$ cat src/design/prtc_pkg.sv
// shared types, widths and codes for the pre-trade risk check
package prtc_pkg;

    localparam int TIME_BITS_DEF = 48;
    localparam int FRAC_BITS_DEF = 16;

    localparam int MODE_W    = 2;
    localparam int VERDICT_W = 3;
    localparam int QTY_W     = 32;
    localparam int PRICE_W   = 32;
    localparam int POS_W     = 64;
    localparam int CASH_W    = 64;
    localparam int AMT_W     = QTY_W + PRICE_W;

    localparam int POS_LIM_W  = 40;
    localparam int SIZE_LIM_W = 32;
    localparam int LOSS_W     = 63;
    localparam int DEV_LIM_W  = 24;
    localparam int OPW_W      = 32;
    localparam int WIN_W      = 32;

    localparam int CFG_IDX_W  = 3;
    localparam int CFG_DATA_W = 63;

    // deviation threshold and p&l widths
    localparam int THR_W = DEV_LIM_W + PRICE_W;
    localparam int MAG_W = POS_W + PRICE_W;
    localparam int PNL_W = MAG_W + 2;

    localparam int PNL_STAGES = 4;

    localparam int Q_DEPTH = 4;
    localparam int Q_AW    = $clog2(Q_DEPTH);
    localparam logic [Q_AW:0] Q_CNT_FULL = Q_DEPTH[Q_AW:0];

    localparam logic [MODE_W-1:0] MODE_CHECK     = 2'd0;
    localparam logic [MODE_W-1:0] MODE_FILL      = 2'd1;
    localparam logic [MODE_W-1:0] MODE_DAY_RESET = 2'd2;
    localparam logic [MODE_W-1:0] MODE_SET_PRICE = 2'd3;

    localparam logic [VERDICT_W-1:0] V_APPROVED = 3'd0;
    localparam logic [VERDICT_W-1:0] V_POSITION = 3'd1;
    localparam logic [VERDICT_W-1:0] V_SIZE     = 3'd2;
    localparam logic [VERDICT_W-1:0] V_LOSS     = 3'd3;
    localparam logic [VERDICT_W-1:0] V_PRICE    = 3'd4;
    localparam logic [VERDICT_W-1:0] V_RATE     = 3'd5;
    localparam logic [VERDICT_W-1:0] V_NO_PRICE = 3'd6;

    localparam logic [CFG_IDX_W-1:0] CFG_POS_LIM  = 3'd0;
    localparam logic [CFG_IDX_W-1:0] CFG_SIZE_LIM = 3'd1;
    localparam logic [CFG_IDX_W-1:0] CFG_LOSS     = 3'd2;
    localparam logic [CFG_IDX_W-1:0] CFG_DEV_LIM  = 3'd3;
    localparam logic [CFG_IDX_W-1:0] CFG_OPW      = 3'd4;
    localparam logic [CFG_IDX_W-1:0] CFG_WIN_LEN  = 3'd5;

    localparam logic [POS_LIM_W-1:0]     POS_LIM_RST  = 40'd10000;
    localparam logic [SIZE_LIM_W-1:0]    SIZE_LIM_RST = 32'd1000;
    localparam logic signed [LOSS_W-1:0] LOSS_RST     = -63'sd1000000;
    localparam logic [DEV_LIM_W-1:0]     DEV_LIM_RST  = 24'd6554;
    localparam logic [OPW_W-1:0]         OPW_RST      = 32'd100;
    localparam logic [WIN_W-1:0]         WIN_LEN_RST  = 32'd1000000;

    typedef struct packed {
        logic [POS_LIM_W-1:0]     pos_lim;
        logic [SIZE_LIM_W-1:0]    size_lim;
        logic signed [LOSS_W-1:0] loss_floor;
        logic [DEV_LIM_W-1:0]     dev_lim;
        logic [OPW_W-1:0]         opw;
        logic [WIN_W-1:0]         win_len;
    } t_cfg;

    // one classified event, timestamp travels beside it
    typedef struct packed {
        logic [MODE_W-1:0]  mode;
        logic               side;
        logic               is_limit;
        logic [QTY_W-1:0]   qty;
        logic [PRICE_W-1:0] price;
        logic [AMT_W-1:0]   amount;
    } t_cmd;

    typedef struct packed {
        logic                    ok;
        logic signed [PNL_W-1:0] pnl;
        logic [THR_W-1:0]        thr;
    } t_pnl;

endpackage

$ cat src/design/prtc_if.sv
// event and result channel interfaces
interface prtc_evt_if import prtc_pkg::*; #(
    parameter int TIME_BITS = TIME_BITS_DEF
) ();
    logic                 valid;
    logic                 ready;
    logic [MODE_W-1:0]    mode;
    logic                 side;
    logic                 is_limit;
    logic [QTY_W-1:0]     quantity;
    logic [PRICE_W-1:0]   price;
    logic [TIME_BITS-1:0] timestamp;

    modport source (
        output valid, mode, side, is_limit, quantity, price, timestamp,
        input  ready
    );
    modport sink (
        input  valid, mode, side, is_limit, quantity, price, timestamp,
        output ready
    );
endinterface


$ cat src/design/prtc_front.sv
// front stage: takes event beats and precomputes the fill amount
module prtc_front import prtc_pkg::*; #(
    parameter int TIME_BITS = TIME_BITS_DEF
) (
    input  logic                 i_clk,
    input  logic                 i_rst_n,
    prtc_evt_if.sink             i_evt,
    input  logic                 i_q_full,
    output logic                 o_push,
    output t_cmd                 o_cmd,
    output logic [TIME_BITS-1:0] o_ts
);

    logic                 r_fv;
    logic                 n_fv;
    t_cmd                 r_cmd;
    logic [TIME_BITS-1:0] r_ts;
    logic                 take;

    assign i_evt.ready = !r_fv || !i_q_full;
    assign take        = i_evt.valid && i_evt.ready;
    assign o_push      = r_fv && !i_q_full;
    assign o_cmd       = r_cmd;
    assign o_ts        = r_ts;

    always_comb begin
        n_fv = r_fv;
        if (take) begin
            n_fv = 1'b1;
        end else if (o_push) begin
            n_fv = 1'b0;
        end
    end

    always_ff @(posedge i_clk) begin
        if (!i_rst_n) begin
            r_fv <= 1'b0;
        end else begin
            r_fv <= n_fv;
        end
    end

    // trade value of a fill, quantity times price
    always_ff @(posedge i_clk) begin
        if (take) begin
            r_cmd.mode     <= i_evt.mode;
            r_cmd.side     <= i_evt.side;
            r_cmd.is_limit <= i_evt.is_limit;
            r_cmd.qty      <= i_evt.quantity;
            r_cmd.price    <= i_evt.price;
            r_cmd.amount   <= AMT_W'(i_evt.quantity) * AMT_W'(i_evt.price);
            r_ts           <= i_evt.timestamp;
        end
    end

endmodule

$ cat src/flat_wrapper.sv
// flat-port wrapper written by rule: the top's interface ports become plain ports
module prtc_front_flat import prtc_pkg::*;
#(
    parameter int TIME_BITS = TIME_BITS_DEF
)
  (i_clk, i_rst_n, i_q_full, o_push, o_cmd, o_ts, i_evt_valid, i_evt_mode, i_evt_side, i_evt_is_limit, i_evt_quantity, i_evt_price, i_evt_timestamp, i_evt_ready);
  prtc_evt_if #(.TIME_BITS(TIME_BITS)) i_evt_i ();
  input  logic i_clk;
  input  logic i_rst_n;
  input  logic i_q_full;
  output logic o_push;
  output t_cmd o_cmd;
  output logic [TIME_BITS-1:0] o_ts;
  input wire logic [$bits(i_evt_i.valid)-1:0] i_evt_valid;
  input wire logic [$bits(i_evt_i.mode)-1:0] i_evt_mode;
  input wire logic [$bits(i_evt_i.side)-1:0] i_evt_side;
  input wire logic [$bits(i_evt_i.is_limit)-1:0] i_evt_is_limit;
  input wire logic [$bits(i_evt_i.quantity)-1:0] i_evt_quantity;
  input wire logic [$bits(i_evt_i.price)-1:0] i_evt_price;
  input wire logic [$bits(i_evt_i.timestamp)-1:0] i_evt_timestamp;
  output wire logic [$bits(i_evt_i.ready)-1:0] i_evt_ready;
  assign i_evt_i.valid = i_evt_valid;
  assign i_evt_i.mode = i_evt_mode;
  assign i_evt_i.side = i_evt_side;
  assign i_evt_i.is_limit = i_evt_is_limit;
  assign i_evt_i.quantity = i_evt_quantity;
  assign i_evt_i.price = i_evt_price;
  assign i_evt_i.timestamp = i_evt_timestamp;
  assign i_evt_ready = i_evt_i.ready;
  prtc_front #(.TIME_BITS(TIME_BITS)) u_core (.i_clk(i_clk), .i_rst_n(i_rst_n), .i_evt(i_evt_i), .i_q_full(i_q_full), .o_push(o_push), .o_cmd(o_cmd), .o_ts(o_ts));
endmodule
$ cat config.mk
export PLATFORM = sky130hd
export DESIGN_NAME = prtc_front_flat
export DESIGN_NICKNAME = d
export VERILOG_FILES = /design/src/design/prtc_pkg.sv /design/src/design/prtc_if.sv /design/src/design/prtc_front.sv /design/src/flat_wrapper.sv
export SDC_FILE = /design/constraint.sdc
export NUM_CORES = 2
export LEC_CHECK = 0
export BUFFER_PORTS_ARGS = -buffer_cell sky130_fd_sc_hd__buf_2
export CAP_MARGIN = 15
export CORE_UTILIZATION = 45
export CTS_CLUSTER_DIAMETER = 50
export CTS_CLUSTER_SIZE = 30
export DETAILED_ROUTE_END_ITERATION = 16
export REMOVE_ABC_BUFFERS = 1
export SYNTH_ARGS = -nofsm -noshare
export SYNTH_HDL_FRONTEND = slang
export SYNTH_SLANG_ARGS = --single-unit
$ cat constraint.sdc
create_clock -name i_clk -period 9.5 [get_ports i_clk]
set_input_delay 0.95 -clock i_clk [delete_from_list [all_inputs] [get_ports i_clk]]
set_output_delay 0.95 -clock i_clk [all_outputs]
set_load 0.05 [all_outputs]
==> reports/results.txt <==
Final Wtd Congestion: 0.9118
Fraction of registers with async set/reset: 0
I/O pins: 302
Register area share after synthesis: 0.1384
Final setup viols: 0
# Post-CTS Setup Buffers: 0
GRT overflow: 0
DP HPWL: 89,560 um
Max-slew headroom: 0.3740
Worst path max stage delay: 0.56 ns
Die Ht: 297.1 um
Ys flop type: edfxtp_1
Post-synth EDFFs: 180
Startpoint Class: primary input
Die area: 88,280 sq um
Vias in the first global route: 30.13k
Max Slew Vio Count: 0
Via count: 27.48k
Post-synth top area share: 0.4577
Critical path type: in -> reg
Minimum clock period: 8.332 ns
CP arrival: 8.60 ns
Drt pass-1 iters: 6
Worst R2R Path Depth: 3
Synth area leader: fa_1
Wirelength per Cell: 20.91 um
Most frequent cells after synthesis: fa_1, inv_1, and2_1, nand2_1, ha_1
Cts hold-fix bufs: 0
Initial core utilization: 0.4574
Max cap viols: 0
Cells after Synth: 3,940
Global-route wire length before repair: 175,900 um
H-tree depth: 4
Syn Area/Cell: 9.947 sq um
Worst Hold Class: reg -> reg
Total wire length after detailed routing: 110,000 um
Highest Clock Rate: 120.0 MHz
Clock Tree Buf Depth: 2
Setup tns final: 0 ns
Crit Path Max Fanout: 24
Clock Latency Late Sink: 0.54 ns
Tcrit/Tclk final: 0.8771
Residual DRC count: 0
Most used cell, CP: fa_1
Reg area: 5425 sq um
Req. time, crit path: 9.76 ns
Crit end category: register
Nets: 5,385
Worst Skew: 0.01635 ns
RR Endpoint: u_core.o_cmd[94]
Detailed Route Iter0 Violations: 1,669
Global Route Usage Sum: 0.2623
# rows: 107
Initial antenna violation count: 4
# fillers: 8,157
Post-Synthesis Cell Area: 39,190 sq um
CTS Sinks: 181
Layout cells sized above 1: 0.1027
CTS Buf Count: 17
Worst slew pin tran: 0.9391 ns
Largest net degree at the start of global routing: 131
CTS tree: done
Clock-pin slew on the worst setup and hold paths: 0.09 ns
Diodes inserted: 0
Status: finished clean
Post-CTS sizing: 0
Top-count cell post-synth: fa_1
Critical R2R Launch: u_core.r_fv
Synth Warn #: 0
R2R setup slack: 7.33 ns
Yosys reg bits: 181
Via density: 5.222
Endpoints failing hold: 0
Area Growth Syn to Fin: 8.122%
CP startpoint: i_evt_quantity[8]
Core area: 85,680 sq um
Root buf cell: clkbuf_16
Multi-input logic area: 29,680 sq um
Port Buffer Count: 301
Slowest cell on crit path: buf_2
Cell variety after synth: 75
Die width: 297.1 um
Synth top area cells: fa_1, edfxtp_1, and2_1
Routed Antenna Nets: 0
Worst setup path endpoint: u_core.o_cmd[37]
RSZ-0062 raised after global routing: false
[kinds of logic (layout without fill, tap and decap cells)]
kind of cell,count (synthesis),count (layout),share of synthesized area
AOI/OAI and AO/OA,223,223,0.03831
DFF,181,181,0.1384
buffers and inverters,1081,1260,0.1044
and+or+nand+nor,1240,1240,0.1647
xor gates and xnor gates,56,56,0.01251
adders and majority gates,1159,1159,0.5416
[state kept, by name, indices dropped and copies added (netlist names)]
name          flops
u_core.r_fv       1
u_core.o_ts      48
u_core.o_cmd    132
[placed cells by master (no fill, tap or decap), types with 4 or more instances in the layout]
master     count
nor3b_1        5
xor2_1        14
a21o_1        25
o21ai_1        7
nand4_1       16
a211oi_1       4
inv_8          4
fa_1         896
clkinv_8       4
nor2b_1        5
o21ai_0       38
inv_1        863
a21oi_1       71
xnor2_1       42
nor4_1         8
a21boi_0       4
o21a_1         8
and2_1       601
ha_1         263
nor2_1        45
o21bai_1      10
nor3_1        10
clkbuf_16     17
and3_1        10
a31oi_1       13
nand2_1      498
buf_4         62
buf_2        301
o211ai_1       7
edfxtp_1     180
nand3_1       14
and4_1         5
[per-layer routing]
metal	part of all wire	wire, um	GRT usage	vias to the layer above
met5	0	0	0	-
met3	0.058	6349	0.03243	117
li1	-	-	-	12000
met2	0.49	53750	0.4420	909
met1	0.43	47600	0.3595	14460
met4	0.021	2341	0.06652	0
[per-stage QoR]
step                cell area [sq um]  setup slack [ns]  utilization  std cells  hold slack [ns]
floorplan                       38340             2.228            -       3722           0.4865
global placement                41780            0.7413       0.4877       5231           0.5079
detailed placement              41780            0.7999       0.4877       5231           0.5250
CTS                             42370             1.335       0.4946       5263           0.5382
global route                    42370            0.7841       0.4946       5263           0.5573
finish                          42370             1.168       0.4946       5263           0.5325
[critical path: cells and delay by family]
family / cells / cell delay (ns)
adders and majority gates: 9 / 4.20
AOI/OAI and AO/OA: 6 / 1.88
and+or+nand+nor: 2 / 0.29
buffers and inverters: 8 / 1.24
[worst min-delay path by stage]
stage          cells past startpoint  slack, ns        start          end
3_5_place_dp                       2       0.53  u_core.r_fv  u_core.r_fv
3_3_place_gp                       2       0.51  u_core.r_fv  u_core.r_fv
4_1_cts                            2       0.54  u_core.r_fv  u_core.r_fv
2_1_floorplan                      2       0.49  u_core.r_fv  u_core.r_fv
5_1_grt                            2       0.56  u_core.r_fv  u_core.r_fv
6_report                           2       0.53  u_core.r_fv  u_core.r_fv
[cell type report]
cell class,count,share of cell area
repair buffers,365,0.04748
clock inverters,14,0.003809
multi-input cells,2678,0.7003
flip-flops and latches,181,0.1280
clock buffers,18,0.01013
well taps,1144,0.03378
inverters,863,0.07645
Power is left out: the tool's default activity adds up to more than one toggle a clock period on the data nets, which glitch-free logic cannot reach.
