### src/design/prtc_pkg.sv
// shared types, widths and codes for the pre-trade risk check
package prtc_pkg;

    localparam int TIME_BITS_DEF = 48;
    localparam int FRAC_BITS_DEF = 16;

    localparam int MODE_W    = 2;
    localparam int VERDICT_W = 3;
    localparam int QTY_W     = 32;
    localparam int PRICE_W   = 32;
    localparam int POS_W     = 64;
    localparam int CASH_W    = 64;
    localparam int AMT_W     = QTY_W + PRICE_W;

    localparam int POS_LIM_W  = 40;
    localparam int SIZE_LIM_W = 32;
    localparam int LOSS_W     = 63;
    localparam int DEV_LIM_W  = 24;
    localparam int OPW_W      = 32;
    localparam int WIN_W      = 32;

    localparam int CFG_IDX_W  = 3;
    localparam int CFG_DATA_W = 63;

    // deviation threshold and p&l widths
    localparam int THR_W = DEV_LIM_W + PRICE_W;
    localparam int MAG_W = POS_W + PRICE_W;
    localparam int PNL_W = MAG_W + 2;

    localparam int PNL_STAGES = 4;

    localparam int Q_DEPTH = 4;
    localparam int Q_AW    = $clog2(Q_DEPTH);
    localparam logic [Q_AW:0] Q_CNT_FULL = Q_DEPTH[Q_AW:0];

    localparam logic [MODE_W-1:0] MODE_CHECK     = 2'd0;
    localparam logic [MODE_W-1:0] MODE_FILL      = 2'd1;
    localparam logic [MODE_W-1:0] MODE_DAY_RESET = 2'd2;
    localparam logic [MODE_W-1:0] MODE_SET_PRICE = 2'd3;

    localparam logic [VERDICT_W-1:0] V_APPROVED = 3'd0;
    localparam logic [VERDICT_W-1:0] V_POSITION = 3'd1;
    localparam logic [VERDICT_W-1:0] V_SIZE     = 3'd2;
    localparam logic [VERDICT_W-1:0] V_LOSS     = 3'd3;
    localparam logic [VERDICT_W-1:0] V_PRICE    = 3'd4;
    localparam logic [VERDICT_W-1:0] V_RATE     = 3'd5;
    localparam logic [VERDICT_W-1:0] V_NO_PRICE = 3'd6;

    localparam logic [CFG_IDX_W-1:0] CFG_POS_LIM  = 3'd0;
    localparam logic [CFG_IDX_W-1:0] CFG_SIZE_LIM = 3'd1;
    localparam logic [CFG_IDX_W-1:0] CFG_LOSS     = 3'd2;
    localparam logic [CFG_IDX_W-1:0] CFG_DEV_LIM  = 3'd3;
    localparam logic [CFG_IDX_W-1:0] CFG_OPW      = 3'd4;
    localparam logic [CFG_IDX_W-1:0] CFG_WIN_LEN  = 3'd5;

    localparam logic [POS_LIM_W-1:0]     POS_LIM_RST  = 40'd10000;
    localparam logic [SIZE_LIM_W-1:0]    SIZE_LIM_RST = 32'd1000;
    localparam logic signed [LOSS_W-1:0] LOSS_RST     = -63'sd1000000;
    localparam logic [DEV_LIM_W-1:0]     DEV_LIM_RST  = 24'd6554;
    localparam logic [OPW_W-1:0]         OPW_RST      = 32'd100;
    localparam logic [WIN_W-1:0]         WIN_LEN_RST  = 32'd1000000;

    typedef struct packed {
        logic [POS_LIM_W-1:0]     pos_lim;
        logic [SIZE_LIM_W-1:0]    size_lim;
        logic signed [LOSS_W-1:0] loss_floor;
        logic [DEV_LIM_W-1:0]     dev_lim;
        logic [OPW_W-1:0]         opw;
        logic [WIN_W-1:0]         win_len;
    } t_cfg;

    // one classified event, timestamp travels beside it
    typedef struct packed {
        logic [MODE_W-1:0]  mode;
        logic               side;
        logic               is_limit;
        logic [QTY_W-1:0]   qty;
        logic [PRICE_W-1:0] price;
        logic [AMT_W-1:0]   amount;
    } t_cmd;

    typedef struct packed {
        logic                    ok;
        logic signed [PNL_W-1:0] pnl;
        logic [THR_W-1:0]        thr;
    } t_pnl;

endpackage

### src/design/prtc_queue.sv
// small fifo between front and back
module prtc_queue import prtc_pkg::*; #(
    parameter int TIME_BITS = TIME_BITS_DEF
) (
    input  logic                 i_clk,
    input  logic                 i_rst_n,
    input  logic                 i_push,
    input  t_cmd                 i_cmd,
    input  logic [TIME_BITS-1:0] i_ts,
    input  logic                 i_pop,
    output logic                 o_full,
    output logic                 o_valid,
    output t_cmd                 o_cmd,
    output logic [TIME_BITS-1:0] o_ts
);

    t_cmd                 r_cmd_q [Q_DEPTH];
    logic [TIME_BITS-1:0] r_ts_q  [Q_DEPTH];
    logic [Q_AW-1:0]      r_wp;
    logic [Q_AW-1:0]      r_rp;
    logic [Q_AW:0]        r_cnt;

    assign o_full  = (r_cnt == Q_CNT_FULL);
    assign o_valid = (r_cnt != '0);
    assign o_cmd   = r_cmd_q[r_rp];
    assign o_ts    = r_ts_q[r_rp];

    always_ff @(posedge i_clk) begin
        if (!i_rst_n) begin
            r_wp  <= '0;
            r_rp  <= '0;
            r_cnt <= '0;
        end else begin
            if (i_push) begin
                r_wp <= r_wp + Q_AW'(1);
            end
            if (i_pop) begin
                r_rp <= r_rp + Q_AW'(1);
            end
            if (i_push && !i_pop) begin
                r_cnt <= r_cnt + (Q_AW+1)'(1);
            end else if (!i_push && i_pop) begin
                r_cnt <= r_cnt - (Q_AW+1)'(1);
            end
        end
    end

    always_ff @(posedge i_clk) begin
        if (i_push) begin
            r_cmd_q[r_wp] <= i_cmd;
            r_ts_q[r_wp]  <= i_ts;
        end
    end

endmodule

### config.mk
export PLATFORM = sky130hd
export DESIGN_NAME = prtc_queue
export DESIGN_NICKNAME = d
export VERILOG_FILES = /design/src/design/prtc_pkg.sv /design/src/design/prtc_queue.sv
export SDC_FILE = /design/constraint.sdc
export NUM_CORES = 1
export LEC_CHECK = 0
export BUFFER_PORTS_ARGS = -buffer_cell sky130_fd_sc_hd__buf_2
export CAP_MARGIN = 10
export CORE_UTILIZATION = 30
export DETAILED_ROUTE_END_ITERATION = 10
export PLACE_DENSITY = 0.58
export SLEW_MARGIN = 0
export SYNTH_ARGS = -nofsm -noshare
export SYNTH_HDL_FRONTEND = slang
export SYNTH_SLANG_ARGS = --single-unit
### constraint.sdc
create_clock -name i_clk -period 5.2 [get_ports i_clk]
set_clock_uncertainty 0.2 [all_clocks]
set_input_delay 0.26 -clock i_clk [delete_from_list [all_inputs] [get_ports i_clk]]
set_output_delay 0.26 -clock i_clk [all_outputs]
set_load 0.005 [all_outputs]
==> impl_metrics.env, run 1 <==
export IMPL_totalWireLength_um=56300
export IMPL_rsz0062_at_grt="no"
export IMPL_clkTransAtPathRegs_ns=0.06
export IMPL_min_period_ns=3.21
export IMPL_r2r_slack_ns=2.68
export IMPL_hp_start="i_cmd[27]"
export IMPL_power_frac_comb=0.093
export IMPL_wire_per_inst_um=20.0
export IMPL_hold_viol=0
export IMPL_grt_pass1_vias=13800
export IMPL_yosysUniqueCellTypes=20
export IMPL_seq_power_share=0.504
export IMPL_route_detailed_drc=0
export IMPL_cts_sinks=729
export IMPL_p_switching_mw=2.93
export IMPL_synth_area_per_cell_um2=26.8
export IMPL_cts_made_buffers=80
export IMPL_post_cts_buffers=0
export IMPL_worstPathRequired_ns=4.74
export IMPL_finalMaxSlewViolations=0
export IMPL_arrival_ns=2.75
export IMPL_place_ws_ns=2.60
export IMPL_dp_hpwl_um=32100
export IMPL_fin_cells=2806
export IMPL_dr_total_vias=12500
export IMPL_crit_path_end_kind="output pin"
export IMPL_gr_usage_all_layers=0.127
export IMPL_ys_warn_count=0
export IMPL_max_vdd_ir_drop_mv=0.272
export IMPL_pin_count=366
export IMPL_r2r_cells=4
export IMPL_syn_area_um2=26400
export IMPL_fp_dieH_um=299
export IMPL_finalSetupViolCount=0
export IMPL_hold_depth=2
export IMPL_critPathMaxFanout=70
export IMPL_port_buffers=365
export IMPL_r2r_end="r_cmd_q[2][113]"
export IMPL_fin_ws_ns=1.99
export IMPL_p_sw_frac=0.215
export IMPL_antenna_found_initial=8
export IMPL_power_leakage_nw=11.4
export IMPL_power_share_clock=0.404
export IMPL_worstMarginPinSlew_ns=0.985
export IMPL_setup_tns_final_ns=0
export IMPL_cts_root_buf="clkbuf_16"
export IMPL_synth_seq_cells=729
export IMPL_status="finished clean"
export IMPL_power_mw=13.6
export IMPL_clk_insertion_delay_late_ns=0.60
export IMPL_syn_inst=983
export IMPL_grt_first_pass_wirelength_um=85100
export IMPL_dr_pass1_iters=4
export IMPL_cts_tree="yes"
export IMPL_max_cap_viol_count=0
export IMPL_grt_max_degree=102
export IMPL_syn_to_final_growth_pct=29.2
export IMPL_slew_headroom=0.343
export IMPL_grt_overflow_total=0
export IMPL_ant_nets=0
export IMPL_die_x_um=299
export IMPL_fin_nets=1776
export IMPL_htreeDepth=3
export IMPL_placed_cells=2476
export IMPL_power_density_nw_per_um2=399
export IMPL_synth_nets=1173
export IMPL_cts_path_max_buffers=3
export IMPL_p_int_mw=10.7
export IMPL_ys_seq_area_frac=0.826
export IMPL_startpoint_type="flop"
export IMPL_regToRegStartpoint="r_wp[0]"
export IMPL_initial_core_util=0.304
export IMPL_drive_above_1_share=0.409
export IMPL_hp_class="primary input to flop"
export IMPL_min_to="r_cmd_q[2][27]"
export IMPL_gp_congestion=0.691
export IMPL_dr_first_iter_drc_count=743
export IMPL_coreArea_um2=86900
export IMPL_rows=108
export IMPL_dieArea_um2=89100
export IMPL_fmax_mhz=312
export IMPL_path_class="flop to output pin"
export IMPL_period_share=0.617
export IMPL_viasPerCell=4.46
[layout by cell type, fill, tap and decap left out, types with 2 or more instances in the layout]
| cell type | instances |
|---|---|
| and2_4 | 4 |
| ha_1 | 5 |
| clkbuf_16 | 81 |
| bufinv_16 | 8 |
| inv_6 | 5 |
| xnor2_1 | 2 |
| clkinv_4 | 3 |
| clkbuf_1 | 14 |
| buf_12 | 13 |
| nor2b_1 | 2 |
| dfxtp_1 | 7 |
| mux2i_1 | 2 |
| xor2_1 | 3 |
| or3_1 | 2 |
| and2_1 | 5 |
| clkinv_1 | 19 |
| inv_1 | 4 |
| diode_2 | 5 |
| dfxtp_4 | 2 |
| buf_2 | 365 |
| mux4_2 | 180 |
| edfxtp_1 | 720 |
| clkinv_2 | 9 |
| dlygate4sd3_1 | 183 |
[stage by stage]
| step | hold slack (ns) | util | instance area (um2) |
|---|---|---|---|
| finish | 0.177 | 0.392 | 34100 |
| global route | 0.125 | 0.392 | 34100 |
| CTS | 0.129 | 0.392 | 34100 |
| detailed placement | 0.276 | 0.341 | 29700 |
| global placement | 0.269 | 0.341 | 29700 |
| floorplan | 0.159 | - | 26400 |
[logic make-up after synthesis]
family,after synthesis,synth area share
simple gates,15,0.00351
buf+inv,44,0.0104
xor+xnor,5,0.00166
mux,182,0.154
compound gates,2,0.000474
flops,729,0.826
fa+ha+maj,6,0.00313
[power by group through the flow]
stage	registers, mW	clock network, mW	logic, mW
after floorplan	6.94	0	0.636
after global placement	6.95	0	1.16
after detailed placement	6.97	0	1.18
after CTS	6.85	5.67	1.30
after global routing	6.87	5.88	1.37
final	6.84	5.48	1.26
[flip-flops by register name, summed over array words and instances, names as in the netlist, named ones only]
register  cells
r_cmd_q     528
r_wp          2
r_rp          2
r_cnt         3
r_ts_q      192
[routing by layer]
metal | up-vias | global-route usage | routed length, um
met4 | 8 | 0.0350 | 1230
met3 | 90 | 0.0482 | 4400
met2 | 365 | 0.203 | 26700
li1 | 5484 | - | -
met5 | - | 0 | 51
met1 | 6568 | 0.160 | 23900
[area by class of cell]
class	instances	area (um2)
fill	7784	52800
sequential	729	21800
multi-input combinational	210	4320
timing repair buffer	561	3920
clock buffer	95	2080
tap	1155	1450
clock inverter	47	484
inverter	4	15.0
antenna	5	12.5
[cell usage after synthesis]
library cell / count / area, um2
clkbuf_1: 6 / 22.5
inv_1: 4 / 15.0
and2_1: 9 / 56.3
nor3b_1: 1 / 7.51
xor2_1: 3 / 26.3
edfxtp_1: 720 / 21600
nor2b_1: 2 / 12.5
ha_1: 5 / 62.6
mux2i_1: 2 / 20.0
mux4_2: 180 / 4050
buf_6: 11 / 124
fa_1: 1 / 20.0
xnor2_1: 2 / 17.5
buf_1: 2 / 7.51
or3_1: 2 / 12.5
nand2_1: 1 / 3.75
buf_2: 21 / 105
o21ai_0: 1 / 5.00
a21boi_0: 1 / 7.51
dfxtp_1: 9 / 180
[how the worst max path moves through the flow]
stage	start	end	slack, ns	depth (start not counted)
floorplan	r_wp[0]	r_cmd_q[2][0]	1.81	3
global placement	flop	o_cmd[98]	2.61	3
detailed placement	flop	o_cmd[98]	2.60	3
CTS	flop	o_cmd[98]	1.90	3
global route	flop	o_cmd[98]	1.83	3
finish	flop	o_cmd[98]	1.99	3
[critical path, cell delays in order (launching register included)]
cell and delay [ns]:
dfxtp_4 0.96, buf_12 0.42, mux4_2 0.41, buf_2 0.15
[repair_timing]
item / 4_1_cts / 5_1_grt
gates resized for setup: 0 / 0
hold endpoints to repair: 731 / 0
hold buffers: 183 / 0
(Power assumes the default switching activity.)
==> inputs of run 2 (changes only) <==
==> constraint.sdc (replaced) <==
create_clock -name i_clk -period 2.9 [get_ports i_clk]
set_clock_uncertainty 0.2 [all_clocks]
set_input_delay 0.145 -clock i_clk [delete_from_list [all_inputs] [get_ports i_clk]]
set_output_delay 0.145 -clock i_clk [all_outputs]
set_load 0.005 [all_outputs]
==> run 2 against run 1 <==
Effect of this change: non-clock buffer count increased by 16; clock-buffer cell count increased by 9; final cell count increased by 0.64%; highest routed layer unchanged; largest power group unchanged.
==> impl_metrics.env, run 2 (same netlist as run 1, synthesis figures left out) <==
export IMPL_grt_pass1_vias=14000
export IMPL_viasPerCell=4.46
export IMPL_rows=108
export IMPL_status="finished clean"
export IMPL_fmax_mhz=378
export IMPL_worstMarginPinSlew_ns=0.705
export IMPL_final_common_cell="edfxtp_1"
export IMPL_htreeDepth=3
export IMPL_grt_overflow_total=0
export IMPL_rsz0062_at_grt="no"
export IMPL_antenna_found_initial=8
export IMPL_coreArea_um2=86900
export IMPL_finalSetupViolCount=0
export IMPL_route_detailed_drc=0
export IMPL_busiest_layer="met2"
export IMPL_crit_path_end_kind="output pin"
export IMPL_fillCellCount=7706
export IMPL_fin_hold_ws_ns=0.0819
export IMPL_most_common_layout_cells="720 x edfxtp_1, 365 x buf_2, 184 x dlygate4sd3_1"
export IMPL_path_delay_family="multiplexers"
export IMPL_critical_path_slowest_cell="mux4_2"
export IMPL_fin_ws_ns=0.253
export IMPL_grt_first_pass_wirelength_um=85600
export IMPL_hp_class="primary input to flop"
export IMPL_drive_above_1_share=0.411
export IMPL_worstPathRequired_ns=2.56
export IMPL_fin_nets=1793
export IMPL_clk_insertion_delay_late_ns=0.60
export IMPL_largest_reg_flops=528
export IMPL_port_buffers=365
export IMPL_dr_total_vias=12600
export IMPL_clkTransAtPathRegs_ns=0.06
export IMPL_fp_dieH_um=299
export IMPL_cts_root_buf="clkbuf_16"
export IMPL_wire_per_inst_um=19.8
export IMPL_slew_headroom=0.530
export IMPL_setup_tns_final_ns=0
export IMPL_place_ws_ns=0.810
export IMPL_grt_max_degree=79
export IMPL_cts_path_max_buffers=3
export IMPL_dr_pass1_iters=4
export IMPL_worstPathCellList="buf_12, mux4_2, buf_2"
export IMPL_cts_sinks=729
export IMPL_initial_core_util=0.304
export IMPL_slowest_delay_ns=0.58
export IMPL_cts_made_buffers=81
export IMPL_critPathMaxFanout=57
export IMPL_pin_count=366
export IMPL_power_density_nw_per_um2=710
export IMPL_power_leakage_nw=11.5
export IMPL_dp_hpwl_um=32800
export IMPL_totalWireLength_um=55800
export IMPL_period_share=0.913
export IMPL_met3_usage=0.0429
export IMPL_gp_congestion=0.723
export IMPL_use_met2=0.209
export IMPL_cp_buffers_inverters=2
export IMPL_startpoint_type="flop"
export IMPL_top_register="r_cmd_q"
export IMPL_max_vdd_ir_drop_mv=0.560
export IMPL_syn_to_final_growth_pct=30.1
export IMPL_power_mw=24.4
export IMPL_dr_first_iter_drc_count=740
export IMPL_reg_top3="r_cmd_q x528, r_ts_q x192, r_cnt x3"
export IMPL_die_x_um=299
export IMPL_gr_usage_all_layers=0.126
export IMPL_hold_viol=0
export IMPL_dieArea_um2=89100
export IMPL_arrival_ns=2.30
export IMPL_grt_use_met1=0.156
export IMPL_cts_tree="yes"
export IMPL_ant_nets=0
export IMPL_min_period_ns=2.65
export IMPL_finalMaxSlewViolations=0
export IMPL_max_cap_viol_count=0
export IMPL_path_class="flop to output pin"
==> run 2: changes by cell type in the layout (fill, tap and decap cells not counted), moves of 3 or more <==
cell,previous run,this run
buf_12,13,22
clkinv_2,9,4
bufinv_16,8,5
buf_4,0,6
clkbuf_16,81,84
clkbuf_1,14,20
clkinvlp_4,0,3
==> run 2: stage by stage <==
stage	area (um2)	instances	utilization
detailed placement	29900	2491	0.344
CTS	34300	2821	0.395
floorplan	26400	983	-
finish	34300	2824	0.395
global route	34300	2824	0.395
global placement	29900	2491	0.344
==> run 2: worst paths after layout <==
check / startpoint / endpoint / slack [ns] / depth (start not counted)
setup reg to reg: r_cnt[0] / r_cnt[2] / 0.66 / 5
hold / removal: i_cmd[116] / r_cmd_q[0][116] / 0.08 / 2
hold reg to reg: r_wp[1] / r_wp[1] / 0.37 / 2
setup / recovery: flop / o_ts[34] / 0.25 / 3
==> run 2: worst register-to-register path: stages (launching register included) <==
cell           delay [ns]
dfxtp_1              0.35
fa_1                 0.45
xor2_1               0.17
or3_1                0.31
a21boi_0             0.16
dlygate4sd3_1        0.55
==> run 2: area by class of cell <==
class,count,area [um2],share of cell area
Sequential cell,729,21800,0.636
Multi-Input combinational cell,210,4320,0.126
Timing Repair Buffer,577,4150,0.121
Clock buffer,104,2180,0.0634
Tap cell,1155,1450,0.0421
Clock inverter,42,392,0.0114
Inverter,4,15.0,0.000438
Antenna cell,3,7.51,0.000219
==> run 2: what timing repair did <==
item,in CTS,in global routing
hold buffers,184,0
buffers inserted,0,0
endpoints found under the hold margin,734,0
endpoints found under the setup margin,0,0
gates resized for setup,0,0
==> run 2: layer usage <==
| metal | up-vias | part of all wire |
|---|---|---|
| met4 | 10 | 0.019 |
| met2 | 343 | 0.49 |
| met5 | - | 0.0011 |
| met3 | 101 | 0.081 |
| met1 | 6619 | 0.41 |
| li1 | 5530 | - |
==> run 2: where the power goes <==
part           total (mW)  internal [mW]  switching [mW]  leakage [nW]
sequential           12.2           12.1           0.112          6.69
combinational        2.30           1.17            1.13          3.55
clock                9.85           5.78            4.07          1.24
