### config.mk
export PLATFORM = sky130hd
export DESIGN_NAME = prtc_back_flat
export DESIGN_NICKNAME = d
export VERILOG_FILES = /design/src/design/prtc_pkg.sv /design/src/design/prtc_if.sv /design/src/design/prtc_back.sv /design/src/flat_wrapper.sv
export SDC_FILE = /design/constraint.sdc
export NUM_CORES = 2
export LEC_CHECK = 0
export BUFFER_PORTS_ARGS = -buffer_cell sky130_fd_sc_hd__buf_2
export CORE_MARGIN = 2
export CORE_UTILIZATION = 30
export DETAILED_ROUTE_END_ITERATION = 7
export HOLD_SLACK_MARGIN = 0.15
export PLACE_DENSITY_LB_ADDON = 0.3
export SLEW_MARGIN = 10
export SYNTH_ARGS = -nofsm -noshare
export SYNTH_HDL_FRONTEND = slang
export SYNTH_SLANG_ARGS = --single-unit
### constraint.sdc
create_clock -name i_clk -period 10.4 [get_ports i_clk]
set_input_delay 1.04 -clock i_clk [delete_from_list [all_inputs] [get_ports i_clk]]
set_output_delay 1.04 -clock i_clk [all_outputs]
set_load 0.02 [all_outputs]
### src/design/prtc_pkg.sv
// shared types, widths and codes for the pre-trade risk check
package prtc_pkg;

    localparam int TIME_BITS_DEF = 48;
    localparam int FRAC_BITS_DEF = 16;

    localparam int MODE_W    = 2;
    localparam int VERDICT_W = 3;
    localparam int QTY_W     = 32;
    localparam int PRICE_W   = 32;
    localparam int POS_W     = 64;
    localparam int CASH_W    = 64;
    localparam int AMT_W     = QTY_W + PRICE_W;

    localparam int POS_LIM_W  = 40;
    localparam int SIZE_LIM_W = 32;
    localparam int LOSS_W     = 63;
    localparam int DEV_LIM_W  = 24;
    localparam int OPW_W      = 32;
    localparam int WIN_W      = 32;

    localparam int CFG_IDX_W  = 3;
    localparam int CFG_DATA_W = 63;

    // deviation threshold and p&l widths
    localparam int THR_W = DEV_LIM_W + PRICE_W;
    localparam int MAG_W = POS_W + PRICE_W;
    localparam int PNL_W = MAG_W + 2;

    localparam int PNL_STAGES = 4;

    localparam int Q_DEPTH = 4;
    localparam int Q_AW    = $clog2(Q_DEPTH);
    localparam logic [Q_AW:0] Q_CNT_FULL = Q_DEPTH[Q_AW:0];

    localparam logic [MODE_W-1:0] MODE_CHECK     = 2'd0;
    localparam logic [MODE_W-1:0] MODE_FILL      = 2'd1;
    localparam logic [MODE_W-1:0] MODE_DAY_RESET = 2'd2;
    localparam logic [MODE_W-1:0] MODE_SET_PRICE = 2'd3;

    localparam logic [VERDICT_W-1:0] V_APPROVED = 3'd0;
    localparam logic [VERDICT_W-1:0] V_POSITION = 3'd1;
    localparam logic [VERDICT_W-1:0] V_SIZE     = 3'd2;
    localparam logic [VERDICT_W-1:0] V_LOSS     = 3'd3;
    localparam logic [VERDICT_W-1:0] V_PRICE    = 3'd4;
    localparam logic [VERDICT_W-1:0] V_RATE     = 3'd5;
    localparam logic [VERDICT_W-1:0] V_NO_PRICE = 3'd6;

    localparam logic [CFG_IDX_W-1:0] CFG_POS_LIM  = 3'd0;
    localparam logic [CFG_IDX_W-1:0] CFG_SIZE_LIM = 3'd1;
    localparam logic [CFG_IDX_W-1:0] CFG_LOSS     = 3'd2;
    localparam logic [CFG_IDX_W-1:0] CFG_DEV_LIM  = 3'd3;
    localparam logic [CFG_IDX_W-1:0] CFG_OPW      = 3'd4;
    localparam logic [CFG_IDX_W-1:0] CFG_WIN_LEN  = 3'd5;

    localparam logic [POS_LIM_W-1:0]     POS_LIM_RST  = 40'd10000;
    localparam logic [SIZE_LIM_W-1:0]    SIZE_LIM_RST = 32'd1000;
    localparam logic signed [LOSS_W-1:0] LOSS_RST     = -63'sd1000000;
    localparam logic [DEV_LIM_W-1:0]     DEV_LIM_RST  = 24'd6554;
    localparam logic [OPW_W-1:0]         OPW_RST      = 32'd100;
    localparam logic [WIN_W-1:0]         WIN_LEN_RST  = 32'd1000000;

    typedef struct packed {
        logic [POS_LIM_W-1:0]     pos_lim;
        logic [SIZE_LIM_W-1:0]    size_lim;
        logic signed [LOSS_W-1:0] loss_floor;
        logic [DEV_LIM_W-1:0]     dev_lim;
        logic [OPW_W-1:0]         opw;
        logic [WIN_W-1:0]         win_len;
    } t_cfg;

    // one classified event, timestamp travels beside it
    typedef struct packed {
        logic [MODE_W-1:0]  mode;
        logic               side;
        logic               is_limit;
        logic [QTY_W-1:0]   qty;
        logic [PRICE_W-1:0] price;
        logic [AMT_W-1:0]   amount;
    } t_cmd;

    typedef struct packed {
        logic                    ok;
        logic signed [PNL_W-1:0] pnl;
        logic [THR_W-1:0]        thr;
    } t_pnl;

endpackage

### src/design/prtc_if.sv


interface prtc_res_if import prtc_pkg::*; ();
    logic                    valid;
    logic                    ready;
    logic [VERDICT_W-1:0]    verdict;
    logic                    kill_switch;
    logic signed [POS_W-1:0] position_now;

    modport source (
        output valid, verdict, kill_switch, position_now,
        input  ready
    );
    modport sink (
        input  valid, verdict, kill_switch, position_now,
        output ready
    );
endinterface

### src/design/prtc_back.sv
// back stage: holds the book state, runs checks and fills, drives results
module prtc_back import prtc_pkg::*; #(
    parameter int TIME_BITS = TIME_BITS_DEF,
    parameter int FRAC_BITS = FRAC_BITS_DEF
) (
    input  logic                 i_clk,
    input  logic                 i_rst_n,
    input  logic                 i_q_valid,
    input  t_cmd                 i_cmd,
    input  logic [TIME_BITS-1:0] i_ts,
    input  t_cfg                 i_cfg,
    input  t_pnl                 i_pnl,
    output logic                 o_pop,
    output logic                 o_mut,
    output logic [POS_W-1:0]     o_pos,
    output logic [CASH_W-1:0]    o_cash,
    output logic [PRICE_W-1:0]   o_last,
    prtc_res_if.source           o_res
);

    localparam int EL_W = (TIME_BITS > WIN_W) ? TIME_BITS : WIN_W;
    localparam logic [POS_W-1:0] S64_MAX = {1'b0, {(POS_W-1){1'b1}}};
    localparam logic [POS_W-1:0] S64_MIN = {1'b1, {(POS_W-1){1'b0}}};

    logic [POS_W-1:0]     r_pos,    n_pos;
    logic [CASH_W-1:0]    r_cash,   n_cash;
    logic [PRICE_W-1:0]   r_last,   n_last;
    logic                 r_breach, n_breach;
    logic [OPW_W-1:0]     r_wcount, n_wcount;
    logic [TIME_BITS-1:0] r_wstart, n_wstart;

    logic                 r_ov;
    logic [VERDICT_W-1:0] r_verdict;
    logic                 r_kill;
    logic [POS_W-1:0]     r_posn;

    logic                 fire;
    logic [POS_W:0]       pos_sum;
    logic [POS_W:0]       lim_ext;
    logic [CASH_W+1:0]    cash_sum;
    logic [POS_W-1:0]     pos_sat;
    logic [CASH_W-1:0]    cash_sat;
    logic [PNL_W-1:0]     floor_ext;
    logic                 loss_hit;
    logic                 pos_bad;
    logic [PRICE_W-1:0]   diff;
    logic [THR_W-1:0]     diff_sh;
    logic                 dev_bad;
    logic [TIME_BITS-1:0] elapsed;
    logic                 restart;
    logic [OPW_W-1:0]     cnt_eff;
    logic                 rate_bad;
    logic [VERDICT_W-1:0] chk_verdict;
    logic                 breach_set;
    logic                 rate_reached;

    assign fire  = i_q_valid && (!r_ov || o_res.ready)
                   && ((i_cmd.mode != MODE_CHECK) || i_pnl.ok);
    assign o_pop = fire;
    assign o_mut = fire && (i_cmd.mode != MODE_CHECK);

    assign o_pos  = r_pos;
    assign o_cash = r_cash;
    assign o_last = r_last;

    // position after the event, one bit of headroom
    assign pos_sum = i_cmd.side
                     ? ({r_pos[POS_W-1], r_pos} - (POS_W+1)'(i_cmd.qty))
                     : ({r_pos[POS_W-1], r_pos} + (POS_W+1)'(i_cmd.qty));
    assign pos_sat = (pos_sum[POS_W] != pos_sum[POS_W-1])
                     ? (pos_sum[POS_W] ? S64_MIN : S64_MAX)
                     : pos_sum[POS_W-1:0];

    // cash moves opposite to position
    assign cash_sum = i_cmd.side
                      ? ({{2{r_cash[CASH_W-1]}}, r_cash} + (CASH_W+2)'(i_cmd.amount))
                      : ({{2{r_cash[CASH_W-1]}}, r_cash} - (CASH_W+2)'(i_cmd.amount));
    assign cash_sat = ((cash_sum[CASH_W+1:CASH_W-1] != 3'b000)
                       && (cash_sum[CASH_W+1:CASH_W-1] != 3'b111))
                      ? (cash_sum[CASH_W+1] ? S64_MIN : S64_MAX)
                      : cash_sum[CASH_W-1:0];

    assign floor_ext = {{(PNL_W-LOSS_W){i_cfg.loss_floor[LOSS_W-1]}}, i_cfg.loss_floor};
    assign loss_hit  = i_pnl.pnl <= $signed(floor_ext);

    assign lim_ext = (POS_W+1)'(i_cfg.pos_lim);
    assign pos_bad = ($signed(pos_sum) > $signed(lim_ext))
                     || ($signed(pos_sum) < -$signed(lim_ext));

    assign diff    = (i_cmd.price > r_last) ? (i_cmd.price - r_last) : (r_last - i_cmd.price);
    assign diff_sh = THR_W'({diff, {FRAC_BITS{1'b0}}});
    assign dev_bad = diff_sh > i_pnl.thr;

    assign elapsed  = i_ts - r_wstart;
    assign restart  = EL_W'(elapsed) >= EL_W'(i_cfg.win_len);
    assign cnt_eff  = restart ? '0 : r_wcount;
    assign rate_bad = cnt_eff >= i_cfg.opw;

    always_comb begin
        chk_verdict  = V_APPROVED;
        breach_set   = 1'b0;
        rate_reached = 1'b0;
        priority if (r_breach) begin
            chk_verdict = V_LOSS;
        end else if (loss_hit) begin
            chk_verdict = V_LOSS;
            breach_set  = 1'b1;
        end else if (i_cmd.qty > i_cfg.size_lim) begin
            chk_verdict = V_SIZE;
        end else if (pos_bad) begin
            chk_verdict = V_POSITION;
        end else if (i_cmd.is_limit && (r_last == '0)) begin
            chk_verdict = V_NO_PRICE;
        end else if (i_cmd.is_limit && dev_bad) begin
            chk_verdict = V_PRICE;
        end else begin
            rate_reached = 1'b1;
            if (rate_bad) begin
                chk_verdict = V_RATE;
            end
        end
    end

    always_comb begin
        n_pos    = r_pos;
        n_cash   = r_cash;
        n_last   = r_last;
        n_breach = r_breach;
        n_wcount = r_wcount;
        n_wstart = r_wstart;
        if (fire) begin
            unique case (i_cmd.mode)
                MODE_CHECK: begin
                    if (breach_set) begin
                        n_breach = 1'b1;
                    end
                    if (rate_reached) begin
                        if (restart) begin
                            n_wstart = i_ts;
                        end
                        n_wcount = rate_bad ? cnt_eff : (cnt_eff + OPW_W'(1));
                    end
                end
                MODE_FILL: begin
                    n_pos  = pos_sat;
                    n_cash = cash_sat;
                end
                MODE_DAY_RESET: begin
                    n_cash   = '0;
                    n_breach = 1'b0;
                end
                MODE_SET_PRICE: begin
                    n_last = i_cmd.price;
                end
            endcase
        end
    end

    always_ff @(posedge i_clk) begin
        if (!i_rst_n) begin
            r_pos    <= '0;
            r_cash   <= '0;
            r_last   <= '0;
            r_breach <= 1'b0;
            r_wcount <= '0;
            r_wstart <= '0;
            r_ov     <= 1'b0;
        end else begin
            r_pos    <= n_pos;
            r_cash   <= n_cash;
            r_last   <= n_last;
            r_breach <= n_breach;
            r_wcount <= n_wcount;
            r_wstart <= n_wstart;
            if (fire) begin
                r_ov <= 1'b1;
            end else if (o_res.ready) begin
                r_ov <= 1'b0;
            end
        end
    end

    always_ff @(posedge i_clk) begin
        if (fire) begin
            r_verdict <= (i_cmd.mode == MODE_CHECK) ? chk_verdict : V_APPROVED;
            r_kill    <= n_breach;
            r_posn    <= n_pos;
        end
    end

    assign o_res.valid        = r_ov;
    assign o_res.verdict      = r_verdict;
    assign o_res.kill_switch  = r_kill;
    assign o_res.position_now = $signed(r_posn);

endmodule

### src/flat_wrapper.sv
// flat-port wrapper written by rule: the top's interface ports become plain ports
module prtc_back_flat import prtc_pkg::*;
#(
    parameter int TIME_BITS = TIME_BITS_DEF,
    parameter int FRAC_BITS = FRAC_BITS_DEF
)
  (i_clk, i_rst_n, i_q_valid, i_cmd, i_ts, i_cfg, i_pnl, o_pop, o_mut, o_pos, o_cash, o_last, o_res_valid, o_res_verdict, o_res_kill_switch, o_res_position_now, o_res_ready);
  prtc_res_if o_res_i ();
  input  logic i_clk;
  input  logic i_rst_n;
  input  logic i_q_valid;
  input  t_cmd i_cmd;
  input  logic [TIME_BITS-1:0] i_ts;
  input  t_cfg i_cfg;
  input  t_pnl i_pnl;
  output logic o_pop;
  output logic o_mut;
  output logic [POS_W-1:0] o_pos;
  output logic [CASH_W-1:0] o_cash;
  output logic [PRICE_W-1:0] o_last;
  output wire logic [$bits(o_res_i.valid)-1:0] o_res_valid;
  output wire logic [$bits(o_res_i.verdict)-1:0] o_res_verdict;
  output wire logic [$bits(o_res_i.kill_switch)-1:0] o_res_kill_switch;
  output wire logic [$bits(o_res_i.position_now)-1:0] o_res_position_now;
  input wire logic [$bits(o_res_i.ready)-1:0] o_res_ready;
  assign o_res_valid = o_res_i.valid;
  assign o_res_verdict = o_res_i.verdict;
  assign o_res_kill_switch = o_res_i.kill_switch;
  assign o_res_position_now = o_res_i.position_now;
  assign o_res_i.ready = o_res_ready;
  prtc_back #(.TIME_BITS(TIME_BITS), .FRAC_BITS(FRAC_BITS)) u_core (.i_clk(i_clk), .i_rst_n(i_rst_n), .i_q_valid(i_q_valid), .i_cmd(i_cmd), .i_ts(i_ts), .i_cfg(i_cfg), .i_pnl(i_pnl), .o_pop(o_pop), .o_mut(o_mut), .o_pos(o_pos), .o_cash(o_cash), .o_last(o_last), .o_res(o_res_i));
endmodule
==> reports/metrics.csv <==
stage,metric,value,unit
yosys,synth top area cells,"ha_1, dfxtp_1, a21oi_1, edfxtp_1, nand2_1",
yosys,Post-synth EDFFs,68,
sta,"Slew Viols, Final",0,
worst_setup_path,CP startpoint kind,input port,
finish,fin cells,7463,
yosys,Post-Syn Nets,6263,
finish,layout cells sized above 1,17.14,%
worst_setup_path,critical path's top delay family,simple AND/OR/NAND/NOR gates,
yosys,Mapped Area,37740,um^2
yosys,top_reg_cell synth,dfxtp_1,
sta,clock period minus final worst setup slack,9.213,ns
yosys,most frequent cell after synthesis,a21oi_1,
finish,fill count,13500,
worst_setup_path,r2r startpoint,u_core.o_last[1],
sta,Worst Skew,0.02615,ns
worst_setup_path,most frequent CP cell,or3_1,
drt,ANT nets after route,0,
clock_network,root buf cell,clkbuf_16,
yosys,Cells after Synth,5117,
yosys,post-synth top area cell,ha_1,
worst_setup_path,CP Data Arrival Time,9.77,ns
clock_network,CTS resizes,0,
floorplan,Die H,358.7,um
yosys,ranking of synthesized cells by instance count,"a21oi_1, ha_1, nand2_1, inv_1, o21ai_0",
power,Pleak,21.31,nW
worst_setup_path,slowest stage cell on the critical path,or4_1,
worst_setup_path,crit-path max FO,11,
power,worst vdd ir,0.0001060,V
drt,DR pass1 iterations,6,
sta,worst relative slew slack,25.96,%
yosys,Async SR Flop Fraction,0,%
global_route,largest net degree at the start of global routing,91,
placed_design,Port Buffer Count,768,
yosys,post-synth top area share,19.20,%
worst_setup_path,Levels on crit path,35,
floorplan,total die area,128600,um^2
yosys,Yosys reg bits,310,
placed_design,DP HPWL,126900,um
finish,Synth-to-Final Area Change,18.97,%
sta,Final Cycle Share,88.58,%
placed_design,DP Cell Count,7364,
worst_setup_path,worst r2r dst,u_core.r_wcount[12],
drt,drt drc,0,
drt,Routed WL,154000,um
worst_setup_path,critical setup path kind,input port to register,
clock_network,setup bufs post-CTS,0,
sta,TNS Setup,0,ns
floorplan,std cell rows,130,
worst_setup_path,register-to-register path setup slack,1.64,ns
floorplan,Starting Density,30.13,%
clock_network,H-tree Lvls,2,
global_route,vias in the first global route,38030,
min_path,Hold Path End,u_core.r_wstart[1],
floorplan,core area,125200,um^2
drt,wire per inst,20.64,um
worst_setup_path,buffers and inverters on the worst path,2,
worst_setup_path,crit path capture type,register,
global_route,gr ovfl total,0,
clock_network,Num CTS Buffers,46,
finish,area of the multi-input gates,28310,um^2
sta,Least-Margin Pin Slew,1.111,ns
placed_design,global placement routability congestion,0.9692,
drt,total vias in the final route,39840,
floorplan,I/O pins,793,
worst_setup_path,data required time of the critical path,10.96,ns
sta,Fin. Hold Viols,0,
worst_setup_path,Critical Path Max Stage Delay,0.68,ns
floorplan,die width,358.7,um
sta,RSZ-0062 raised after global routing,false,
power,Pwr per Cell Area,113.3,nW/um^2
global_route,Total GRT Usage,22.69,%
global_route,initial antenna violation count,36,
min_path,Worst Hold Depth,2,
yosys,Netlist cell types,94,
clock_network,Longest Clk Path Bufs,3,
yosys,"Seq/Total Area, Yosys",18.25,%
yosys,synth warn,0,
clock_network,"Clk pin slew, worst setup/hold paths",0.06,ns
run,Max-Cap Viols,0,
outcome,status,"complete, no violations",
min_path,min-delay worst type,register to register,
drt,initial DRC count,3050,
clock_network,post-cts hold buffer count,0,
worst_setup_path,R2R cell count,32,
drt,post-DR vias/cell,5.338,
clock_network,CTS tree,built,
yosys,Mean Syn Cell Area,7.375,um^2
min_path,worst hold start,u_core.r_wstart[1],
sta,Finish-stage setup viols,0,
finish,NumNets Final,6908,
clock_network,CTS Sinks,310,
global_route,first-pass GRT wire length,227300,um
sta,achievable clock frequency,108.5,MHz
finish,FF+latch area,6887,um^2
clock_network,Skew-Pair Late Insertion Delay,0.64,ns
-- flip-flops by register name, indices dropped and copies added (netlist names) --
signal,count
u_core.o_cash,64
u_core.o_pos,64
u_core.o_res.position_now,64
u_core.r_wstart,48
u_core.o_last,32
u_core.r_wcount,32
u_core.o_res.verdict,3
u_core.o_res.kill_switch,1
u_core.o_res.valid,1
u_core.r_breach,1
-- tightest hold or removal path: stages (launching register included) --
cell and delay [ns]:
dfxtp_1 0.31, nand2_1 0.05, a21oi_1 0.05
-- cell usage in the layout (no fill, tap or decap), drive strengths merged, types with 38 or more instances in the layout --
cell type | netlist | routed
buf | 20 | 826
a21oi | 614 | 614
ha | 579 | 579
nand2 | 521 | 521
inv | 462 | 465
o21ai | 353 | 353
nor2 | 297 | 297
dfxtp | 242 | 242
a21o | 219 | 219
xnor2 | 198 | 198
nand4 | 146 | 146
and2 | 131 | 131
xor2 | 117 | 117
nor3 | 93 | 93
nor4 | 70 | 70
edfxtp | 68 | 68
nand3 | 61 | 61
nand2b | 55 | 55
clkbuf | 209 | 52
a211oi | 50 | 50
nor2b | 48 | 48
o21bai | 47 | 47
a31oi | 44 | 44
o211ai | 38 | 38
o21a | 38 | 38
-- final cells by class --
| class | count | area share, % |
|---|---|---|
| well taps | 1650 | 4.598 |
| multi-input cells | 4115 | 63.05 |
| repair buffers | 826 | 9.570 |
| clock inverters | 34 | 0.8305 |
| diodes | 13 | 0.07246 |
| clock buffers | 52 | 2.659 |
| inverters | 463 | 3.882 |
| flip-flops and latches | 310 | 15.34 |
-- how the worst max path moves through the flow --
stage | startpoint | endpoint | slack (ns)
after detailed placement | i_cmd[109] | u_core.r_wcount[12] | 0.57
after global placement | i_cmd[109] | u_core.r_wcount[12] | 0.63
final | i_cmd[109] | u_core.r_wcount[12] | 1.19
after global routing | i_cmd[100] | u_core.r_wcount[12] | 0.56
after CTS | i_cmd[109] | u_core.r_wcount[12] | 1.23
after floorplan | i_cmd[109] | u_core.r_wcount[30] | 1.46
-- metrics by stage --
step	setup WS, ns	utilization, %	power, mW	cell area [um^2]	hold WS (ns)
final	1.187	35.85	5.086	44900	0.4531
after CTS	1.230	35.82	5.126	44860	0.4544
after global routing	0.5551	35.83	5.402	44880	0.4696
after detailed placement	0.5706	34.57	3.428	43300	0.4465
after floorplan	1.456	-	2.724	37740	0.4363
after global placement	0.6333	34.57	3.407	43300	0.4421
-- metal layers --
metal | vias up | GRT usage (%) | share of wire [%]
met4 | 26 | 6.617 | 3.0
li1 | 19680 | - | -
met1 | 18680 | 29.53 | 44
met5 | - | 0 | 0.11
met2 | 1248 | 38.30 | 46
met3 | 208 | 3.802 | 6.5
-- cells by family (layout without fill, tap and decap cells) --
logic type	count (synthesis)	in the layout	share of synthesized area, %
multiplexers	30	30	0.8222
other	0	13	0
buffers and inverters	692	1375	6.916
AO/OA/AOI/OAI	1631	1631	26.77
XOR/XNOR	315	315	7.330
adder cells (fa/ha/maj)	584	584	19.46
flip-flops	310	310	18.25
AND/OR/NAND/NOR	1555	1555	20.45
-- power breakdown --
part           total [mW]  switching, mW  internal (mW)
clock                1.66          0.702          0.961
combinational        2.06           1.29          0.774
sequential           1.36         0.0582           1.30
Power figures use the tool's default switching activity.
